**src/hw/rtl/mcbp_pkg.sv**
```systemverilog
// ----------------------------------------------------------------------------
// mcbp_pkg
// Command and result codes, and the control bundle shared by the byte pipe.
// ----------------------------------------------------------------------------
package mcbp_pkg;

    typedef enum logic [2:0] {
        CMD_ALLOCATE = 3'd0,
        CMD_FLUSH    = 3'd1,
        CMD_STATUS   = 3'd2,
        CMD_WRITE    = 3'd3,
        CMD_READ     = 3'd4
    } cmd_t;

    typedef enum logic [1:0] {
        RC_OK         = 2'd0,
        RC_NO_CHANNEL = 2'd1,
        RC_OVERFLOW   = 2'd2,
        RC_EMPTY      = 2'd3
    } rc_t;

    typedef struct packed {
        logic ptr_we;
        logic byte_we;
        logic read_ok;
        logic alloc_ok;
        rc_t  rc;
    } ctl_t;

endpackage

```
**src/hw/rtl/mcbp_exec.sv**
```systemverilog
// ----------------------------------------------------------------------------
// mcbp_exec
// Per-command update of one channel's pointer entry and the result fields.
// ----------------------------------------------------------------------------
module mcbp_exec
    import mcbp_pkg::*;
#(
    parameter int CHANNELS   = 64,
    parameter int RING_DEPTH = 8192,
    parameter int PTR_W      = 13,
    parameter int CE_W       = 7,
    parameter int NC_W       = 7
) (
    input  logic [2:0]      cmd,
    input  logic [CE_W-1:0] chan_ext,
    input  logic            last_byte,
    input  logic [NC_W-1:0] next_ch,
    input  logic [PTR_W-1:0] wr_old,
    input  logic [PTR_W-1:0] rd_old,
    input  logic            flag_old,
    output logic [PTR_W-1:0] wr_new,
    output logic [PTR_W-1:0] rd_new,
    output logic            flag_new,
    output ctl_t            ctl,
    output logic            not_empty,
    output logic            change_mark
);

    function automatic logic [PTR_W-1:0] ring_next(input logic [PTR_W-1:0] p);
        if (p == PTR_W'(RING_DEPTH - 1)) begin
            return '0;
        end
        return p + 1'b1;
    endfunction

    logic             in_range;
    logic [PTR_W-1:0] wr_adv;
    logic [PTR_W-1:0] rd_adv;

    assign in_range = chan_ext < CE_W'(CHANNELS);
    assign wr_adv   = ring_next(wr_old);
    assign rd_adv   = ring_next(rd_old);

    always_comb begin
        wr_new       = wr_old;
        rd_new       = rd_old;
        flag_new     = flag_old;
        ctl          = '0;
        ctl.rc       = RC_OK;
        not_empty    = 1'b0;
        change_mark  = 1'b0;
        if (cmd_t'(cmd) == CMD_ALLOCATE) begin
            if (next_ch <= NC_W'(CHANNELS - 1)) begin
                ctl.alloc_ok = 1'b1;
            end else begin
                ctl.rc = RC_NO_CHANNEL;
            end
        end else if (in_range) begin
            case (cmd_t'(cmd))
                CMD_FLUSH: begin
                    wr_new     = '0;
                    rd_new     = '0;
                    flag_new   = 1'b0;
                    ctl.ptr_we = 1'b1;
                end
                CMD_WRITE: begin
                    if (wr_adv == rd_old) begin
                        ctl.rc = RC_OVERFLOW;
                    end else begin
                        wr_new      = wr_adv;
                        flag_new    = flag_old | last_byte;
                        ctl.ptr_we  = 1'b1;
                        ctl.byte_we = 1'b1;
                    end
                end
                CMD_READ: begin
                    ctl.ptr_we = 1'b1;
                    if (rd_old == wr_old) begin
                        flag_new = 1'b0;
                        ctl.rc   = RC_EMPTY;
                    end else begin
                        rd_new      = rd_adv;
                        ctl.read_ok = 1'b1;
                    end
                end
                default: begin
                end
            endcase
            not_empty   = wr_new != rd_new;
            change_mark = flag_new;
        end
    end

endmodule

```
**config.mk**
```make
export PLATFORM = sky130hd
export DESIGN_NAME = mcbp_exec
export DESIGN_NICKNAME = d
export VERILOG_FILES = /design/src/hw/rtl/mcbp_pkg.sv /design/src/hw/rtl/mcbp_exec.sv
export SDC_FILE = /design/constraint.sdc
export NUM_CORES = 1
export LEC_CHECK = 0
export ABC_AREA = 1
export BUFFER_PORTS_ARGS = -buffer_cell sky130_fd_sc_hd__buf_2
export CORE_UTILIZATION = 54
export DETAILED_ROUTE_END_ITERATION = 8
export PLACE_DENSITY = 0.85
export SYNTH_ARGS = -nofsm -noshare
export SYNTH_HDL_FRONTEND = slang
export SYNTH_SLANG_ARGS = --single-unit
```
**constraint.sdc**
```tcl
create_clock -name vclk -period 6.1
set_input_delay 0.61 -clock vclk [all_inputs]
set_output_delay 0.61 -clock vclk [all_outputs]
set_load 0.03 [all_outputs]
```
==> reports/qor.csv, run 1 <==
stage,metric,value,unit
outcome,status,finished clean,
worst_setup_path,crit path kind,in -> out,
timing,"crit path setup slack, layout",1.789,ns
synthesis,Synth area leader,nand2_1,
route,via count,3287,
layout,clock buffer count,0,
route,DRC violations left,0,
clock_network,post_cts resized,0,
global_route,grt total ovfl,0,
layout,Final Cell Area,2590,µm²
layout,Final #Nets,580,
route,drt first pass iters,6,
global_route,first-pass GRT wire length,12710,µm
die,die area,4504,µm²
worst_setup_path,CP Capture Type,primary output,
route,Vias/cell,5.657,
synthesis,cell count after synthesis,483,
timing,Least-Margin Pin Slew,1.133,ns
synthesis,Synth Warn #,0,
placement,DPL Wire Length,6500,µm
synthesis,synthesized area,2290,µm²
layout,share of layout cells above drive strength 1,17.14,%
layout,area growth from synthesis to layout,13.11,%
pwr,power per cell area,82.58,nW/µm²
die,starting density of the core,56.83,%
synthesis,Netlist cell types,32,
layout,register area,0,µm²
die,Die X-Extent,67.12,µm
route,Routed WL per cell,13.91,µm
global_route,vias in the first global route,2810,
timing,total count of max-transition violations in the final report,0,
layout,area taken by multi-input logic gates,1967,µm²
timing,hold slack final,1.513,ns
route,DR iter-0 viols,313,
die,die extent in y,67.12,µm
timing,slew margin rel.,24.16,%
timing,clock period minus worst slack,4.311,ns
pwr,leak pwr,1.474,nW
global_route,initial antenna violation count,0,
synthesis,most common cell in the synthesized netlist,nand2_1,
timing,Setup TNS Final,0,ns
synthesis,Synth top cells by count,"192 x nand2_1, 54 x inv_1, 48 x nand3_1, 38 x o21ai_0, 32 x nor2_1",
worst_setup_path,CP startpoint kind,input pin,
pwr,Peak VDD IR,0.04156,mV
timing,RSZ-0062 raised after global routing,no,
global_route,Overall Global Routing Usage,36.73,%
layout,fill count,420,
timing,final setup violation count,0,
placement,post-placement setup slack,1.877,ns
layout,seq_cells,0,
worst_setup_path,CP arrival,3.70,ns
die,I/O pins,80,
synthesis,top cell type's share of synthesized area,31.48,%
timing,period utilization,70.67,%
die,CORE AREA,4029,µm²
timing,Fmax,0.2320,GHz
synthesis,sequential area share after synthesis,0,%
clock_network,post-CTS setup buffer count,0,
global_route,largest net degree at the start of global routing,47,
worst_setup_path,CP max FO,11,
placement,I/O Buffers,68,
synthesis,Syn Area/Cell,4.741,µm²
route,WL final,8082,µm
worst_hold_path,HP Start,next_ch[6],
synthesis,syn nets,530,
route,remaining antenna violation count,0,
worst_setup_path,Critical Path Start,wr_old[0],
synthesis,dominant cells by area after synthesis,"nand2_1 31%, nand3_1 10%, inv_1 8.9%",
layout,fin util,64.29,%
placement,Placed Area,2590,µm²
die,# rows,23,
worst_setup_path,"Req. time, crit path",5.49,ns
run,Max Cap Violations,0,
worst_hold_path,HP Class,in -> out,
timing,endpoints failing hold,0,
layout,antenna cells,0,
clock_network,hold buffer count at CTS,0,
placement,GP Congestion,1.028,
[area by class of cell]
class	count	area share, %
repair buffers	68	13.14
well taps	50	2.415
inverters	58	8.502
multi-input cells	405	75.94
[final timing paths]
kind,depth (start not counted),to
setup / recovery,22,not_empty
hold / removal,3,ctl[2]
[worst max-delay path, stage by stage]
cell     delay [ns]
buf_2          0.17
ha_1           0.26
nand2_1        0.10
nor2_2         0.13
nand2_2        0.11
inv_4          0.09
nand3_2        0.16
nand2_1        0.12
nand2_1        0.06
nand2_1        0.11
nand2_1        0.06
nor2_1         0.20
nand2_1        0.35
nand4_1        0.26
nand3_1        0.09
nand2_1        0.12
nand2_1        0.06
nor2_1         0.23
nand2_1        0.08
nor2_1         0.09
nor2_1         0.04
buf_2          0.17
[metal layers]
| layer | track usage [%] | vias up | routed length (µm) |
|---|---|---|---|
| li1 | - | 1646 | - |
| met1 | 46.00 | 1429 | 3373 |
| met2 | 60.50 | 176 | 3629 |
| met3 | 3.596 | 36 | 637 |
| met4 | 20.74 | 0 | 442 |
| met5 | 0 | - | 0 |
[per-stage QoR]
step,cells,total power (W)
after floorplan,483,0.0001498
after global placement,581,0.0002053
after detailed placement,581,0.0002090
after CTS,581,0.0002099
after global routing,581,0.0002348
final,581,0.0002139
[placed cells by master, fill, tap and decap left out]
master	count
inv_2	1
nand4_1	14
xor2_1	17
o21ai_0	38
xnor2_1	7
a21oi_1	6
nor2_1	32
nor4_2	2
clkinv_1	2
nor2_2	6
ha_1	2
nand2_4	1
a31oi_1	1
nor3_1	10
nor4_1	3
inv_4	1
nand3b_1	6
nand2_1	192
nand3_2	4
inv_1	54
or2_2	1
o211ai_1	5
nand2b_1	2
buf_2	68
nor4b_1	1
nand3_1	48
nand2_2	7
[power by group]
group | total (W) | switching [W] | leakage [nW] | internal (W)
combinational | 0.000214 | 0.000151 | 1.47 | 0.0000633
clock | 0 | 0 | 0 | 0
sequential | 0 | 0 | 0 | 0
total | 0.000214 | 0.000151 | 1.47 | 0.0000633
[kinds of logic after synthesis]
kind of cell               count (synthesis)  synth area share (%)
adders and majority gates                  2                 1.093
and+or+nand+nor                          329                 64.10
buffers and inverters                     78                 14.10
xor gates and xnor gates                  24                 9.180
AOI/OAI and AO/OA                         50                 11.53
Power figures use the tool's default switching activity.
==> inputs of run 2 (changes only) <==
--- a/config.mk
+++ b/config.mk
@@ -7,9 +7,9 @@
 export LEC_CHECK = 0
 export ABC_AREA = 1
 export BUFFER_PORTS_ARGS = -buffer_cell sky130_fd_sc_hd__buf_2
-export CORE_UTILIZATION = 54
+export CORE_UTILIZATION = 49
 export DETAILED_ROUTE_END_ITERATION = 8
-export PLACE_DENSITY = 0.85
+export PLACE_DENSITY = 0.82
 export SYNTH_ARGS = -nofsm -noshare
 export SYNTH_HDL_FRONTEND = slang
 export SYNTH_SLANG_ARGS = --single-unit
==> constraint.sdc (replaced) <==
create_clock -name vclk -period 3.93
set_input_delay 0.393 -clock vclk [all_inputs]
set_output_delay 0.393 -clock vclk [all_outputs]
set_load 0.03 [all_outputs]
==> run 2 against run 1 <==
Total power up 56%. Critical path depth increased by 1. Cell count grew 1.4%. Setup slack lost 1.6 ns. Combinational power rose by 57%. First-iteration DRC count is 15% higher. Highest routed layer unchanged.
==> reports/qor.csv, run 2 (synthesis gave the netlist of run 1 again) <==
stage,metric,value,unit,change
run,Max Cap Violations,0,,unchanged
layout,register area,0,µm²,unchanged
global_route,largest net degree at the start of global routing,47,,unchanged
placement,post-placement setup slack,0.2989,ns,was 1.877 ns
layout,seq_cells,0,,unchanged
die,Die X-Extent,70.36,µm,was 67.12 µm
die,die extent in y,70.36,µm,was 67.12 µm
worst_setup_path,CP max stage delay,0.27,ns,was 0.35 ns
outcome,status,finished clean,,unchanged
timing,clock period minus worst slack,3.701,ns,
pwr,leak pwr,1.505,nW,was 1.474 nW
route,drt first pass iters,5,,was 6
layout,clock buffer count,0,,unchanged
timing,slew margin rel.,52.01,%,was 24.16%
route,Routed WL per cell,13.88,µm,was 13.91 µm
global_route,vias in the first global route,2825,,was 2810
worst_setup_path,CP startpoint kind,input pin,,unchanged
worst_setup_path,CP dominant cell by count,nand2_1,,unchanged
route,DR iter-0 viols,361,,was 313
die,# rows,24,,was 23
worst_setup_path,CP arrival,3.31,ns,was 3.70 ns
pwr,power per cell area,126.8,nW/µm²,was 82.58 nW/µm²
timing,total count of max-transition violations in the final report,0,,unchanged
worst_setup_path,CP max FO,7,,was 11
route,Vias/cell,5.596,,was 5.657
worst_setup_path,crit path buf inv count,4,,was 3
route,DRC violations left,0,,unchanged
layout,antenna cells,0,,unchanged
global_route,first-pass GRT wire length,13360,µm,was 12710 µm
die,I/O pins,80,,unchanged
worst_setup_path,slowest CP cell,ha_1,,was nand2_1
layout,"commonest non-fill, non-tap cells in the layout","191 x nand2_1, 68 x buf_2, 54 x inv_1",,"was 192 x nand2_1, 68 x buf_2, 54 x inv_1"
clock_network,post-CTS setup buffer count,0,,unchanged
worst_setup_path,worst-path cell chain,buf_2 > ha_1 > nand2_1 > nor2_2 > nand2_2 > inv_4 > nand3_2 > nand2_1 > nand2_1 > nand2_1 > nand2_1 > nor2_1 > nand2_2 > buf_4 > nand3_2 > nand3_1 > nand2_1 > nand2_1 > nor2_1 > nand3_1 > nor2_1 > nor2_1 > buf_2,,was buf_2 > ha_1 > nand2_1 > nor2_2 > nand2_2 > inv_4 > nand3_2 > nand2_1 > nand2_1 > nand2_1 > nand2_1 > nor2_1 > nand2_1 > nand4_1 > nand3_1 > nand2_1 > nand2_1 > nor2_1 > nand2_1 > nor2_1 > nor2_1 > buf_2
layout,final cell count without fillers,589,,was 581
worst_hold_path,HP Class,in -> out,,unchanged
route,WL final,8174,µm,was 8082 µm
layout,Final #Nets,586,,was 580
placement,GP Congestion,0.9762,,was 1.028
worst_setup_path,"CP delay by family, top",simple AND/OR/NAND/NOR gates,,unchanged
worst_setup_path,Critical Path Start,wr_old[0],,unchanged
global_route,grt total ovfl,0,,unchanged
timing,"crit path setup slack, layout",0.2289,ns,was 1.789 ns
route,via count,3296,,was 3287
layout,"most common cell after layout, fill and taps aside",nand2_1,,unchanged
timing,final setup violation count,0,,unchanged
timing,endpoints failing hold,0,,unchanged
layout,area growth from synthesis to layout,15.30,%,was 13.11%
worst_setup_path,"Req. time, crit path",3.54,ns,was 5.49 ns
placement,Placed Area,2638,µm²,was 2590 µm²
timing,period utilization,94.18,%,
layout,Final Cell Area,2640,µm²,was 2590 µm²
worst_hold_path,hold depth,3,,unchanged
die,die area,4951,µm²,was 4504 µm²
global_route,initial antenna violation count,0,,unchanged
die,starting density of the core,51.87,%,was 56.83%
route,remaining antenna violation count,0,,unchanged
worst_hold_path,HP Start,next_ch[6],,unchanged
placement,DPL Wire Length,6599,µm,was 6500 µm
worst_setup_path,CP Capture Type,primary output,,unchanged
layout,share of layout cells above drive strength 1,18.25,%,was 17.14%
global_route,Overall Global Routing Usage,33.15,%,was 36.73%
placement,cell count after placement,589,,was 581
worst_setup_path,crit path kind,in -> out,,unchanged
die,CORE AREA,4414,µm²,was 4029 µm²
timing,Fmax,0.2702,GHz,
pwr,Peak VDD IR,0.06146,mV,was 0.04156 mV
worst_hold_path,WHS Endpoint,ctl[2],,unchanged
clock_network,hold buffer count at CTS,0,,unchanged
placement,I/O Buffers,68,,unchanged
timing,Least-Margin Pin Slew,0.7144,ns,was 1.133 ns
run 2: routing by layer:
layer  up-vias  track usage [%]  wire, µm
met4         0            7.111       138
met2       176            57.04      3824
li1       1661                -         -
met3        10            1.443       796
met1      1449            45.31      3415
met5         -                0         0
run 2: how the worst max path moves through the flow:
stage                           end  cells past startpoint  slack, ns
after floorplan           wr_new[2]                     15       0.88
after global placement    not_empty                     25       0.36
after detailed placement  not_empty                     23       0.30
after CTS                 not_empty                     23       0.29
after global routing      not_empty                     24     -0.007
final                     not_empty                     23       0.23
run 2: metrics by stage:
| stage | hold slack (ns) | total power [W] | utilization [%] | TNS (ns) |
|---|---|---|---|---|
| after CTS | 1.078 | 0.0003296 | 59.75 | 0 |
| after detailed placement | 1.077 | 0.0003283 | 59.75 | 0 |
| final | 1.077 | 0.0003346 | 59.81 | 0 |
| after global routing | 1.099 | 0.0003676 | 59.81 | -0.006679 |
| after global placement | 1.080 | 0.0003247 | 59.75 | 0 |
| after floorplan | 0.9013 | 0.0002326 | - | 0 |
run 2: what timing repair did:
item | in CTS | in global routing
hold endpoints to repair | 0 | 0
resized for setup | 0 | 1
setup endpoints to repair | 0 | 1
run 2: where the power goes:
group | switching [W] | internal, W
registers | 0 | 0
clock network | 0 | 0
logic | 0.000234 | 0.000101
total | 0.000234 | 0.000101
run 2: final cells by class:
| type | instances | area (µm²) |
|---|---|---|
| fillers | 483 | 1774 |
| inverters | 58 | 220.2 |
| multi-input cells | 405 | 1969 |
| well taps | 52 | 65.06 |
| repair buffers | 74 | 385.4 |
